--- config.mk ---
export PLATFORM = sky130hd
export DESIGN_NAME = sync_frame_parser_with_checksum
export DESIGN_NICKNAME = d
export VERILOG_FILES = /design/src/design/sfp_pkg.sv /design/src/design/sync_frame_parser_with_checksum.sv /design/src/design/sfp_framer.sv /design/src/design/sfp_out_stage.sv
export SDC_FILE = /design/constraint.sdc
export NUM_CORES = 1
export LEC_CHECK = 0
export BUFFER_PORTS_ARGS = -buffer_cell sky130_fd_sc_hd__buf_2
export CORE_ASPECT_RATIO = 1.2
export CORE_MARGIN = 3
export CORE_UTILIZATION = 52
export CTS_BUF_LIST = sky130_fd_sc_hd__clkbuf_8 sky130_fd_sc_hd__clkbuf_16
export CTS_CLUSTER_SIZE = 20
export DETAILED_ROUTE_END_ITERATION = 10
export GPL_ROUTABILITY_DRIVEN = 0
export GPL_TIMING_DRIVEN = 0
export PLACE_DENSITY_LB_ADDON = 0.25
export SLEW_MARGIN = 40
export SYNTH_ARGS = -nofsm -noshare
export SYNTH_HDL_FRONTEND = slang
export SYNTH_SLANG_ARGS = --single-unit
--- constraint.sdc ---
create_clock -name aclk -period 15.69 [get_ports aclk]
set_clock_uncertainty 0.2 [all_clocks]
set_input_delay 0 -clock aclk [delete_from_list [all_inputs] [get_ports aclk]]
set_output_delay 0 -clock aclk [all_outputs]
set_load 0.01 [all_outputs]
--- src/design/sfp_pkg.sv ---
// Shared constants and types for the sync frame parser.
package sfp_pkg;

    // Sync pattern and frame layout
    localparam logic [7:0]  SYNC_FIRST     = 8'hAA;
    localparam logic [7:0]  SYNC_SECOND    = 8'h55;
    localparam int          FRAME_BYTES    = 20;
    localparam int          POS_W          = 5;
    localparam logic [POS_W-1:0] POS_BODY_START = POS_W'(2);
    localparam logic [POS_W-1:0] POS_SEC_START  = POS_W'(10);
    localparam logic [POS_W-1:0] POS_SUB_START  = POS_W'(14);
    localparam logic [POS_W-1:0] POS_CHECK      = POS_W'(FRAME_BYTES - 2);
    localparam logic [POS_W-1:0] POS_LAST       = POS_W'(FRAME_BYTES - 1);
    localparam logic [15:0] GOOD_TOTAL     = 16'hFFFF;

    // Word widths on the stream ports
    localparam int IN_DATA_W  = 8;
    localparam int OUT_DATA_W = 128;

    // Framer phase, one-hot
    typedef enum logic [2:0] {
        PH_HUNT  = 3'b001,
        PH_SYNC1 = 3'b010,
        PH_BODY  = 3'b100
    } phase_t;

    // Fields of one decoded frame
    typedef struct packed {
        logic [31:0] gps_subseconds;
        logic [31:0] gps_seconds;
        logic [63:0] image_id;
    } sfp_result_t;

    // Framer status seen by the top level
    typedef struct packed {
        logic             hunting;
        logic             in_body;
        logic [POS_W-1:0] pos;
    } sfp_status_t;

endpackage

--- src/design/sync_frame_parser_with_checksum.sv ---
// Top level of the sync frame parser with 16-bit additive checksum.
// Accepts one received byte per word and can take a word every clock cycle. It hunts for
// the sync pair 0xAA 0x55, collects the rest of a 20-byte frame and checks that bytes 2..17
// plus the big-endian checksum in bytes 18..19 total 0xFFFF. A good frame gives one result
// word, which passes through the input register and then the result register; a bad frame
// is dropped whole, and a sync pattern inside a frame is plain data. Throughput is one byte
// per cycle; the input stalls only while a result word waits on m_tready. No clearing pass
// after reset.
module sync_frame_parser_with_checksum
    import sfp_pkg::*;
#(
    parameter int IN_W  = IN_DATA_W,
    parameter int OUT_W = OUT_DATA_W
) (
    input  logic             aclk,
    input  logic             aresetn,
    input  logic             s_tvalid,
    output logic             s_tready,
    input  logic [IN_W-1:0]  s_tdata,   // [7:0] rx_byte
    output logic             m_tvalid,
    input  logic             m_tready,
    output logic [OUT_W-1:0] m_tdata    // [63:0] image_id, [95:64] gps_seconds,
                                        // [127:96] gps_subseconds
);

    logic        in_valid_reg;
    logic [7:0]  in_byte_reg;
    logic        can_load;
    logic        proc_fire;
    logic        res_valid;
    sfp_result_t res;
    sfp_status_t status;
    logic [OUT_DATA_W-1:0] out_word;

    // Consume the held word whenever the result side can take a result
    assign proc_fire = in_valid_reg && can_load;
    assign s_tready  = !in_valid_reg || can_load;

    // Input register
    always_ff @(posedge aclk) begin
        if (!aresetn) begin
            in_valid_reg <= 1'b0;
        end else if (s_tready) begin
            in_valid_reg <= s_tvalid;
        end
    end

    always_ff @(posedge aclk) begin
        if (s_tready && s_tvalid) begin
            in_byte_reg <= s_tdata[7:0];
        end
    end

    sfp_framer u_framer (
        .aclk      (aclk),
        .aresetn   (aresetn),
        .byte_en   (proc_fire),
        .rx_byte   (in_byte_reg),
        .res_valid (res_valid),
        .res       (res),
        .status    (status)
    );

    sfp_out_stage u_out (
        .aclk     (aclk),
        .aresetn  (aresetn),
        .load     (res_valid),
        .res      (res),
        .can_load (can_load),
        .m_tvalid (m_tvalid),
        .m_tready (m_tready),
        .m_tdata  (out_word)
    );

    assign m_tdata = OUT_W'(out_word);

`ifndef SYNTH
    // A result leaves the framer hunting again
    a_hunt_after_result: assert property (@(posedge aclk) disable iff (!aresetn)
        res_valid |=> status.hunting)
        else $error("framer not hunting after a result");

    // Body position stays inside the frame
    a_pos_in_frame: assert property (@(posedge aclk) disable iff (!aresetn)
        status.in_body |-> (status.pos >= POS_BODY_START && status.pos <= POS_LAST))
        else $error("body position out of frame");

    // A result never overwrites a word still waiting on the master side
    a_no_overwrite: assert property (@(posedge aclk) disable iff (!aresetn)
        res_valid |-> (!m_tvalid || m_tready))
        else $error("result dropped over a stalled word");

    // Reset empties both registers
    a_reset_empty: assert property (@(posedge aclk)
        !aresetn |=> (!m_tvalid && !in_valid_reg))
        else $error("registers not empty after reset");
`endif

endmodule

--- src/design/sfp_framer.sv ---
// Sync hunt, frame collection and checksum check, one byte per cycle while byte_en is high.
module sfp_framer
    import sfp_pkg::*;
(
    input  logic        aclk,
    input  logic        aresetn,
    input  logic        byte_en,
    input  logic [7:0]  rx_byte,
    output logic        res_valid,
    output sfp_result_t res,
    output sfp_status_t status
);

    phase_t           phase_reg, phase_next;
    logic [POS_W-1:0] pos_reg, pos_next;
    logic [15:0]      sum_reg, sum_next;
    logic [63:0]      id_reg, id_next;
    logic [31:0]      sec_reg, sec_next;
    logic [31:0]      sub_reg, sub_next;
    logic [15:0]      check_reg, check_next;
    logic [15:0]      total;

    // Advance the frame state on each byte
    always_comb begin
        phase_next = phase_reg;
        pos_next   = pos_reg;
        sum_next   = sum_reg;
        id_next    = id_reg;
        sec_next   = sec_reg;
        sub_next   = sub_reg;
        check_next = check_reg;
        res_valid  = 1'b0;
        total      = 16'h0000;
        if (byte_en) begin
            unique case (phase_reg)
                PH_SYNC1: begin
                    if (rx_byte == SYNC_SECOND) begin
                        phase_next = PH_BODY;
                        pos_next   = POS_BODY_START;
                        sum_next   = 16'h0000;
                        id_next    = 64'h0;
                        sec_next   = 32'h0;
                        sub_next   = 32'h0;
                        check_next = 16'h0000;
                    end else if (rx_byte != SYNC_FIRST) begin
                        phase_next = PH_HUNT;
                    end
                end
                PH_BODY: begin
                    if (pos_reg < POS_BODY_START || pos_reg > POS_LAST) begin
                        // drop a frame whose position went astray
                        phase_next = PH_HUNT;
                        pos_next   = '0;
                        sum_next   = 16'h0000;
                    end else begin
                        if (pos_reg < POS_CHECK) begin
                            sum_next = sum_reg + {8'h00, rx_byte};
                            if (pos_reg < POS_SEC_START) begin
                                id_next = {id_reg[55:0], rx_byte};
                            end else if (pos_reg < POS_SUB_START) begin
                                sec_next = {sec_reg[23:0], rx_byte};
                            end else begin
                                sub_next = {sub_reg[23:0], rx_byte};
                            end
                        end else begin
                            check_next = {check_reg[7:0], rx_byte};
                        end
                        if (pos_reg == POS_LAST) begin
                            // check the sum, emit on good, drop on bad
                            total      = sum_reg + check_next;
                            res_valid  = (total == GOOD_TOTAL);
                            phase_next = PH_HUNT;
                            pos_next   = '0;
                            sum_next   = 16'h0000;
                        end else begin
                            pos_next = pos_reg + POS_W'(1);
                        end
                    end
                end
                default: begin
                    phase_next = (rx_byte == SYNC_FIRST) ? PH_SYNC1 : PH_HUNT;
                end
            endcase
        end
    end

    // Hold control state
    always_ff @(posedge aclk) begin
        if (!aresetn) begin
            phase_reg <= PH_HUNT;
            pos_reg   <= '0;
            sum_reg   <= 16'h0000;
        end else begin
            phase_reg <= phase_next;
            pos_reg   <= pos_next;
            sum_reg   <= sum_next;
        end
    end

    // Hold field shift registers
    always_ff @(posedge aclk) begin
        id_reg    <= id_next;
        sec_reg   <= sec_next;
        sub_reg   <= sub_next;
        check_reg <= check_next;
    end

    assign res.image_id       = id_reg;
    assign res.gps_seconds    = sec_reg;
    assign res.gps_subseconds = sub_reg;

    assign status.hunting = (phase_reg == PH_HUNT);
    assign status.in_body = (phase_reg == PH_BODY);
    assign status.pos     = pos_reg;

endmodule

--- src/design/sfp_out_stage.sv ---
// Result register on the master side of the stream.
module sfp_out_stage
    import sfp_pkg::*;
(
    input  logic                  aclk,
    input  logic                  aresetn,
    input  logic                  load,
    input  sfp_result_t           res,
    output logic                  can_load,
    output logic                  m_tvalid,
    input  logic                  m_tready,
    output logic [OUT_DATA_W-1:0] m_tdata
);

    logic                  valid_reg;
    logic [OUT_DATA_W-1:0] data_reg;

    // Take a new result when empty or when the held one leaves
    assign can_load = !valid_reg || m_tready;

    always_ff @(posedge aclk) begin
        if (!aresetn) begin
            valid_reg <= 1'b0;
        end else if (can_load) begin
            valid_reg <= load;
        end
    end

    always_ff @(posedge aclk) begin
        if (can_load && load) begin
            data_reg <= res;
        end
    end

    assign m_tvalid = valid_reg;
    assign m_tdata  = data_reg;

endmodule
==> results.txt, run 1 <==
Die Y - 173.1 µm
1st-iter DRT viols - 413
CP delay by family, top - buffers and inverters
first-pass GRT wire length - 37.56 mm
YS warnings - 0
layout filler cell count - 1676
Root Buffer - clkbuf_16
post-CTS setup repair buffer count - 0
Hold Crit Class - reg -> reg
number of nets with antenna violations after routing - 0
worst vdd ir - 87.58 µV
Worst path max stage delay - 470 ps
Initial Util - 53.36%
WP data arrival - 6170 ps
status - complete, no violations
Most common cell on crit path - buf_4
Buf+Inv Stages, Crit Path - 10
Pleak - 5.448 nW
Residual DRC - 0
min cycle time layout - 6119 ps
final period utilization - 39.00%
Die Wd - 145.2 µm
final setup vio count - 0
Clk Latency, worst-skew pair - 550 ps
post-synthesis sequential area ratio - 73.80%
Top FF cell, synth - edfxtp_1
Int Pwr - 1.305 mW
Max-slew headroom - 44.23%
post-synthesis instance total - 793
post-synth net total - 834
max-cap viol count - 0
PwrDens - 109.4 nW/µm²
clock sink total - 306
final hold violations - 0
Core Region - 22670 µm²
synthesized area - 12100 µm²
Least-Margin Pin Slew - 827.8 ps
ANT cells - 0
Die Area - 25140 µm²
initial antenna violation count - 0
Sum Neg Setup Slack - 0 ps
Clock Path Buffers - 3
layout cells sized above 1 - 23.15%
vias in the first global route - 6890
First-pass DRT Iterations - 5
CP Max Fanout - 10
overall power - 1.600 mW
critical path data required time - 15740 ps
CTS tree - done
TritonCTS Buffers - 29
post-synthesis cell type count - 59
RSZ-0062 raised after global routing - no
most frequent cells in the layout - edfxtp_1, buf_2, and2_1
logic gate share of total power - 0.9%
grt ovf - 0
CP Launch Type - flip-flop
Worst setup EP type - flip-flop
input/output buffers - 141
worst setup path class - reg -> reg
Final Max Slew Viols - 0
Post-Route WL - 23.98 mm
number of synthesized flops with an enable pin - 280
CTS clk-pin slew, worst paths - 60 ps
Slowest cell on crit path - nor4b_4
post-CTS sizing - 0
max FFs per register - 128
Synth Register Bits - 306
drt wl/cell - 17.92 µm
Total GRT Usage - 18.81%
most common cell after layout, fill and taps aside - edfxtp_1
Net Sw Power - 294.8 µW
H-tree level count - 1
Seq pwr share - 55.1%
Nets - 1046
I/O Pins - 142
Synth async-reset ratio - 0%
largest net degree at the start of global routing - 35
CP Cell Sequence - or3_4 -> nand2_2 -> buf_2 -> buf_2 -> mux2_2 -> ha_1 -> buf_2 -> a21o_1 -> xnor2_1 -> a2111oi_0 -> nand4_1 -> nor3b_1 -> nand4_1 -> nor4b_4 -> buf_4 -> buf_4 -> buf_4 -> buf_4 -> buf_4 -> buf_4 -> buf_4
CTS Hold Bufs - 22
Synth-to-Final Area Change - 20.87%
Vias/cell - 5.209
switch share - 18.43%
achievable clock frequency - 163.4 MHz
power share of the clock group - 44.0%
syn_area_per_cell - 15.26 µm²
via count - 6969
Cell Rows - 60
hpwl dp - 17.03 mm
## worst reg2reg max path: stages, from the launching register on
cell and delay (ps):
dfxtp_1 400, or3_4 450, nand2_2 90, buf_2 240, buf_2 290, mux2_2 390
ha_1 270, buf_2 180, a21o_1 210, xnor2_1 140, a2111oi_0 410, nand4_1 200
nor3b_1 220, nand4_1 160, nor4b_4 470, buf_4 270, buf_4 210, buf_4 200
buf_4 210, buf_4 210, buf_4 190, buf_4 200
## layer usage
layer	GRT usage (%)	wire length [µm]	vias up
met3	3.381	1323	54
li1	-	-	3389
met4	7.284	835	0
met5	0	0	-
met2	32.66	12060	224
met1	23.63	9756	3302
## Yosys cell counts (all sizes together), types with 5 or more instances
master / instances / area share (%)
edfxtp: 280 / 70
and2: 130 / 6.7
nor2: 39 / 1.2
a21oi: 33 / 1.4
nand2: 29 / 0.92
ha: 27 / 2.8
dfxtp: 26 / 4.3
o21ai: 25 / 1.0
clkbuf: 22 / 0.68
mux2: 16 / 1.5
nand3: 12 / 0.50
nor3: 12 / 0.54
xnor2: 12 / 0.87
inv: 10 / 0.31
nand4: 9 / 0.47
xor2: 8 / 0.58
buf: 7 / 0.34
nor4: 7 / 0.36
or3: 7 / 0.40
a211oi: 6 / 0.37
a21o: 6 / 0.37
and3: 6 / 0.31
a22oi: 5 / 0.31
## kinds of logic (layout without fill, tap and decap cells)
kind of cell | Yosys count | after routing | share of synthesized area [%]
mux | 20 | 20 | 1.820
xor+xnor | 20 | 20 | 1.448
fa+ha+maj | 29 | 29 | 3.123
compound gates | 105 | 105 | 5.502
buf+inv | 39 | 274 | 1.334
simple gates | 274 | 274 | 12.97
flops | 306 | 306 | 73.80
## worst paths after layout
kind / from / cells after the start / slack (ps) / end
worst max-delay path: u_framer.pos_reg[1]$_SDFFE_PN0P_ / 21 / 9570 / u_out.m_tdata[5]$_DFFE_PP_
worst min register to register: u_framer.id_reg[58]$_SDFFCE_PN0P_ / 0 / 210 / u_out.m_tdata[58]$_DFFE_PP_
worst min-delay path: u_framer.id_reg[58]$_SDFFCE_PN0P_ / 0 / 210 / u_out.m_tdata[58]$_DFFE_PP_
worst max register to register: u_framer.pos_reg[1]$_SDFFE_PN0P_ / 21 / 9570 / u_out.m_tdata[5]$_DFFE_PP_
## area by class of cell
| cell class | instances | area [µm²] | share of cell area, % |
|---|---|---|---|
| plain buffers | 29 | 123.9 | 0.8471 |
| clock buffers | 29 | 725.7 | 4.963 |
| clock inverters | 25 | 254.0 | 1.737 |
| inverters | 10 | 37.54 | 0.2567 |
| multi-input cells | 448 | 3052 | 20.87 |
| flip-flops and latches | 306 | 8929 | 61.06 |
| well taps | 310 | 387.9 | 2.653 |
| repair buffers | 181 | 1114 | 7.615 |
## stage by stage
stage          utilization [%]  hold WS (ps)  std cells  setup slack (ps)  cell area [µm²]
6_report                 64.50         214.9       1338              9571            14620
2_1_floorplan                -        -128.2        793              4714            12100
3_5_place_dp             59.21        -21.91       1262              9563            13420
5_1_grt                  64.50         222.5       1338              9199            14620
4_1_cts                  64.50         198.7       1338              9539            14620
3_3_place_gp             58.21        -22.45       1244              1255            13200
## power groups by stage
stage          sequential, mW  clock (mW)  combinational, mW
6_report                0.882       0.704             0.0139
5_1_grt                 0.882       0.751             0.0150
4_1_cts                 0.882       0.718             0.0132
3_5_place_dp            0.899           0            0.00913
3_3_place_gp            0.899           0            0.00879
2_1_floorplan           0.898           0            0.00604
Power figures use the tool's default switching activity.
==> run 2, diff against run 1 <==
--- a/config.mk
+++ b/config.mk
@@ -8,7 +8,7 @@
 export BUFFER_PORTS_ARGS = -buffer_cell sky130_fd_sc_hd__buf_2
 export CORE_ASPECT_RATIO = 1.2
 export CORE_MARGIN = 3
-export CORE_UTILIZATION = 52
+export CORE_UTILIZATION = 58
 export CTS_BUF_LIST = sky130_fd_sc_hd__clkbuf_8 sky130_fd_sc_hd__clkbuf_16
 export CTS_CLUSTER_SIZE = 20
 export DETAILED_ROUTE_END_ITERATION = 10
==> constraint.sdc (replaced) <==
create_clock -name aclk -period 6.1 [get_ports aclk]
set_clock_uncertainty 0.2 [all_clocks]
set_input_delay 0 -clock aclk [delete_from_list [all_inputs] [get_ports aclk]]
set_output_delay 0 -clock aclk [all_outputs]
set_load 0.01 [all_outputs]
==> run 2 against run 1 <==
Non-clock buffer count fell by 1; highest routed layer unchanged; utilization rose by 7.2 points; sequential share of layout area barely moved; critical path depth fell by 4; critical endpoint is now u_out.m_tdata[56]$_DFFE_PP_; power rose to 2.5 times the previous value.
==> results.txt, run 2 (synthesis gave the netlist of run 1 again) <==
status - complete, no violations (unchanged)
Least-Margin Pin Slew - 783.1 ps (was 827.8 ps)
Total GRT Usage - 22.55% (was 18.81%)
Cell Rows - 57 (was 60)
min cycle time layout - 5251 ps (was 6119 ps)
Initial Util - 59.31% (was 53.36%)
Clk Latency, worst-skew pair - 540 ps (was 550 ps)
Hold Slack - 186.1 ps (was 214.9 ps)
Clock Path Buffers - 3 (unchanged)
first-pass GRT wire length - 38.71 mm (was 37.56 mm)
RSZ-0062 raised after global routing - no (unchanged)
Max-slew headroom - 47.24% (was 44.23%)
most frequent cells in the layout - edfxtp_1, buf_2, and2_1 (unchanged)
Post-Route WL - 25.35 mm (was 23.98 mm)
final hold violations - 0 (unchanged)
First-pass DRT Iterations - 5 (unchanged)
TritonCTS Buffers - 28 (was 29)
input/output buffers - 141 (unchanged)
vias in the first global route - 7220 (was 6890)
Residual DRC - 0 (unchanged)
number of nets with antenna violations after routing - 0 (unchanged)
achievable clock frequency - 190.4 MHz (was 163.4 MHz)
CTS tree - done (unchanged)
Pleak - 5.438 nW (was 5.448 nW)
hpwl dp - 17.67 mm (was 17.03 mm)
critical path data required time - 6140 ps (was 15740 ps)
Die Y - 164.2 µm (was 173.1 µm)
layout cells sized above 1 - 24.68% (was 23.15%)
CTS clk-pin slew, worst paths - 70 ps (was 60 ps)
Final Max Slew Viols - 0 (unchanged)
Worst setup EP type - flip-flop (unchanged)
worst setup path class - reg -> reg (unchanged)
final worst slack - 849.1 ps (was 9571 ps)
via count - 7230 (was 6969)
dpl ws - 861.5 ps (was 9563 ps)
Hold Crit Class - in -> reg (was reg -> reg)
PwrDens - 274.4 nW/µm² (was 109.4 nW/µm²)
grt ovf - 0 (unchanged)
CP Max Fanout - 11 (was 10)
H-tree level count - 1 (unchanged)
Vias/cell - 5.605 (was 5.209)
WP data arrival - 5300 ps (was 6170 ps)
max FFs per register - 128 (unchanged)
max-cap viol count - 0 (unchanged)
most common cell after layout, fill and taps aside - edfxtp_1 (unchanged)
drt wl/cell - 19.65 µm (was 17.92 µm)
1st-iter DRT viols - 590 (was 413)
CP Launch Type - flip-flop (unchanged)
final setup vio count - 0 (unchanged)
ANT cells - 0 (unchanged)
Core Region - 20400 µm² (was 22670 µm²)
Die Area - 22630 µm² (was 25140 µm²)
Root Buffer - clkbuf_16 (unchanged)
initial antenna violation count - 0 (unchanged)
largest net degree at the start of global routing - 37 (was 35)
final period utilization - 86.08% (was 39.00%)
clock sink total - 306 (unchanged)
Die Wd - 137.8 µm (was 145.2 µm)
Synth-to-Final Area Change - 20.87% (unchanged)
Nets - 1044 (was 1046)
I/O Pins - 142 (unchanged)
worst vdd ir - 242.0 µV (was 87.58 µV)
layout filler cell count - 1334 (was 1676)
[run 2: path summary, 6_finish.rpt]
kind | depth (start not counted) | slack, ps | start | end
worst max register to register | 17 | 850 | u_framer.pos_reg[1]$_SDFFE_PN0P_ | u_out.m_tdata[56]$_DFFE_PP_
worst max-delay path | 17 | 850 | u_framer.pos_reg[1]$_SDFFE_PN0P_ | u_out.m_tdata[56]$_DFFE_PP_
worst min register to register | 0 | 220 | u_framer.sec_reg[12]$_SDFFCE_PN0P_ | u_out.m_tdata[76]$_DFFE_PP_
worst min-delay path | 4 | 190 | aresetn | u_out.m_tvalid$_SDFFE_PN0P_
[run 2: per-stage QoR]
stage          std cells  total power [mW]  area, µm²  setup TNS (ps)  utilization, %
3_3_place_gp        1199             2.337      13300         -473510           65.21
5_1_grt             1290             4.115      14620               0           71.69
4_1_cts             1290             4.036      14620               0           71.69
6_report            1290             4.013      14620               0           71.69
3_5_place_dp        1217             2.338      13500               0           66.21
2_1_floorplan        793             2.325      12260         -198490               -
[run 2: metal layers]
metal  global-route usage (%)  wire length [µm]  vias up
met5                        0                 0        -
li1                         -                 -     3377
met4                    9.973              1100        0
met3                    3.064              1478       70
met1                    26.77              9365     3509
met2                    40.67             13400      274
[run 2: worst max-delay path: stages, from the launching register on]
cell	delay [ps]
dfxtp_2	370
or3_4	440
nand2_4	80
buf_6	160
mux2_4	330
ha_4	170
fa_2	380
xor2_1	270
nand3_1	150
a2111oi_2	340
nand4_1	130
nor3b_1	230
nand4_1	190
nor4b_4	560
buf_4	290
buf_4	210
buf_4	210
buf_4	210
[run 2: cell type report]
class                   instances  area [µm²]  share of cell area [%]
plain buffers                  29       158.9                   1.087
clock buffers                  28       700.7                   4.792
clock inverters                24       207.7                   1.420
inverters                      10       37.54                  0.2567
multi-input cells             448        3166                   21.65
flip-flops and latches        306        8930                   61.07
well taps                     265       331.6                   2.267
repair buffers                180        1091                   7.461
[run 2: power by group]
| part | internal (mW) | switching [mW] |
|---|---|---|
| Sequential | 2.26 | 0.00855 |
| Clock | 0.967 | 0.742 |
| Combinational | 0.0189 | 0.0170 |
| Total | 3.25 | 0.768 |
[run 2: repair_timing]
action | CTS | global route
hold buffers | 21 | 0
gates resized for setup | 0 | 0
buffers inserted | 0 | 0
hold endpoints to repair | 23 | 0
==> run 3, diff against run 2 <==
--- a/config.mk
+++ b/config.mk
@@ -14,7 +14,7 @@
 export DETAILED_ROUTE_END_ITERATION = 10
 export GPL_ROUTABILITY_DRIVEN = 0
 export GPL_TIMING_DRIVEN = 0
-export PLACE_DENSITY_LB_ADDON = 0.25
+export PLACE_DENSITY_LB_ADDON = 0.2
 export SLEW_MARGIN = 40
 export SYNTH_ARGS = -nofsm -noshare
 export SYNTH_HDL_FRONTEND = slang
==> constraint.sdc (replaced) <==
create_clock -name aclk -period 5.33 [get_ports aclk]
set_clock_uncertainty 0.2 [all_clocks]
set_input_delay 0 -clock aclk [delete_from_list [all_inputs] [get_ports aclk]]
set_output_delay 0 -clock aclk [all_outputs]
set_load 0.01 [all_outputs]
==> run 3 against run 2 <==
Critical path depth rose by 1; cell count rose by 0.31%; worst hold slack got worse by 24 ps; highest routed layer unchanged; global-route usage fell by 0.66 points.
==> results.txt, run 3 (synthesis gave the netlist of run 1 again) <==
Synth-to-Final Area Change - 21.64% (was 20.87%)
most frequent cells in the layout - edfxtp_1, buf_2, and2_1 (unchanged)
achievable clock frequency - 199.5 MHz (was 190.4 MHz)
area occupied by multi-input gates - 3173 µm² (was 3166 µm²)
Hold Slack - 162.2 ps (was 186.1 ps)
input/output buffers - 141 (unchanged)
hold path cells - 4 (unchanged)
final worst slack - 317.9 ps (was 849.1 ps)
final setup vio count - 0 (unchanged)
Core Region - 20400 µm² (unchanged)
Worst path max stage delay - 420 ps (was 560 ps)
Die Y - 164.2 µm (unchanged)
drt wl/cell - 19.31 µm (was 19.65 µm)
Nets - 1048 (was 1044)
RSZ-0062 raised after global routing - no (unchanged)
Pleak - 5.516 nW (was 5.438 nW)
ANT cells - 0 (unchanged)
clock sink total - 306 (unchanged)
TritonCTS Buffers - 28 (unchanged)
hpwl dp - 17.79 mm (was 17.67 mm)
CP Cell Sequence - buf_6 -> or3_4 -> nand2_4 -> buf_6 -> buf_6 -> mux2_2 -> ha_1 -> a21oi_1 -> o21ai_0 -> a22oi_1 -> nand3_1 -> nor4b_2 -> nand4_1 -> nor4b_4 -> buf_6 -> buf_8 -> buf_4 -> buf_6 (was or3_4 -> nand2_4 -> buf_6 -> mux2_4 -> ha_4 -> fa_2 -> xor2_1 -> nand3_1 -> a2111oi_2 -> nand4_1 -> nor3b_1 -> nand4_1 -> nor4b_4 -> buf_4 -> buf_4 -> buf_4 -> buf_4)
CTS clk-pin slew, worst paths - 60 ps (was 70 ps)
overall power - 4.573 mW (was 4.013 mW)
Clock Path Buffers - 3 (unchanged)
largest net degree at the start of global routing - 26 (was 37)
grt ovf - 0 (unchanged)
H-tree level count - 1 (unchanged)
Total GRT Usage - 21.90% (was 22.55%)
Slowest cell on crit path - nor4b_4 (unchanged)
number of nets with antenna violations after routing - 0 (unchanged)
status - complete, no violations (unchanged)
Clk Latency, worst-skew pair - 530 ps (was 540 ps)
critical path data required time - 5360 ps (was 6140 ps)
Least-Margin Pin Slew - 877.6 ps (was 783.1 ps)
Vias/cell - 5.590 (was 5.605)
PwrDens - 310.8 nW/µm² (was 274.4 nW/µm²)
dpl cell area - 13560 µm² (was 13500 µm²)
Worst setup EP type - flip-flop (unchanged)
Cell Rows - 57 (unchanged)
min cycle time layout - 5012 ps (was 5251 ps)
most common cell after layout, fill and taps aside - edfxtp_1 (unchanged)
Most common cell on crit path - buf_6 (was buf_4)
WP data arrival - 5050 ps (was 5300 ps)
first-pass GRT wire length - 38.02 mm (was 38.71 mm)
final hold violations - 0 (unchanged)
layout cells sized above 1 - 24.88% (was 24.68%)
Die Wd - 137.8 µm (unchanged)
post-route cell area - 14720 µm² (was 14620 µm²)
final period utilization - 94.04% (was 86.08%)
dpl ws - -226.8 ps (was 861.5 ps)
Initial Util - 59.31% (unchanged)
Post-Route WL - 24.99 mm (was 25.35 mm)
vias in the first global route - 7052 (was 7220)
Hold Crit Class - in -> reg (unchanged)
worst vdd ir - 286.6 µV (was 242.0 µV)
CP Launch Type - flip-flop (unchanged)
max-cap viol count - 0 (unchanged)
Residual DRC - 0 (unchanged)
via count - 7234 (was 7230)
worst setup path class - reg -> reg (unchanged)
max FFs per register - 128 (unchanged)
FF+latch area - 8930 µm² (unchanged)
worst reg-to-reg path cell count - 18 (was 17)
First-pass DRT Iterations - 5 (unchanged)
I/O Pins - 142 (unchanged)
CP Max Fanout - 18 (was 11)
initial antenna violation count - 0 (unchanged)
layout filler cell count - 1296 (was 1334)
Die Area - 22630 µm² (unchanged)
Sum Neg Setup Slack - 0 ps (unchanged)
Final Max Slew Viols - 0 (unchanged)
Max-slew headroom - 40.88% (was 47.24%)
1st-iter DRT viols - 563 (was 590)
Root Buffer - clkbuf_16 (unchanged)
CTS tree - done (unchanged)
[run 3: changes by cell type in the layout (fill, tap and decap cells not counted), moves of 2 or more]
cell	before	now
buf_16	1	3
clkinv_2	5	3
clkinv_1	7	4
clkbuf_8	1	4
clkinvlp_4	4	1
buf_6	4	7
inv_1	13	18
[run 3: cell type report]
type                    count  share of cell area (%)
flip-flops and latches    306                   60.68
well taps                 265                   2.253
plain buffers              29                   1.080
inverters                  10                  0.2551
repair buffers            184                   7.967
multi-input cells         448                   21.56
clock buffers              32                   5.212
clock inverters            20                  0.9863
[run 3: path summary, 6_finish.rpt]
check,startpoint,slack (ps),end
max,u_framer.pos_reg[2]$_SDFFE_PN0P_,320,u_out.m_tdata[10]$_DFFE_PP_
min,aresetn,160,u_out.m_tvalid$_SDFFE_PN0P_
max reg2reg,u_framer.pos_reg[2]$_SDFFE_PN0P_,320,u_out.m_tdata[10]$_DFFE_PP_
min reg2reg,u_framer.id_reg[58]$_SDFFCE_PN0P_,210,u_out.m_tdata[58]$_DFFE_PP_
[run 3: critical path: cells and delay by family, from the launching register on]
family / cells / cell delay [ps]
and+or+nand+nor: 6 / 1450
muxes: 1 / 370
buffers and inverters: 7 / 1310
adders and majority gates: 1 / 320
AOI/OAI and AO/OA: 3 / 740
DFF: 1 / 310
[run 3: timing repair]
item / 4_1_cts / 5_1_grt
resized for setup: 0 / 4
endpoints found under the setup margin: 18 / 18
hold endpoints to repair: 28 / 0
pin swaps: 1 / 2
hold buffers: 21 / 0
buffers inserted: 1 / 4
[run 3: routing by layer]
metal	global-route usage (%)	up-vias	routed length (µm)
met5	0	-	0
met4	9.479	0	1159
met3	3.186	76	1504
met2	38.28	279	12700
met1	27.10	3485	9617
li1	-	3394	-
[run 3: power breakdown]
part / internal (mW) / leakage (nW) / switching, mW
Clock: 1.12 / 0.477 / 0.814
Combinational: 0.0216 / 2.23 / 0.0192
Sequential: 2.59 / 2.81 / 0.0104
[run 3: per-stage QoR]
stage | util (%) | cells
finish | 72.14 | 1294
global route | 72.14 | 1294
CTS | 72.00 | 1292
detailed placement | 66.46 | 1218
global placement | 65.21 | 1199
floorplan | - | 793
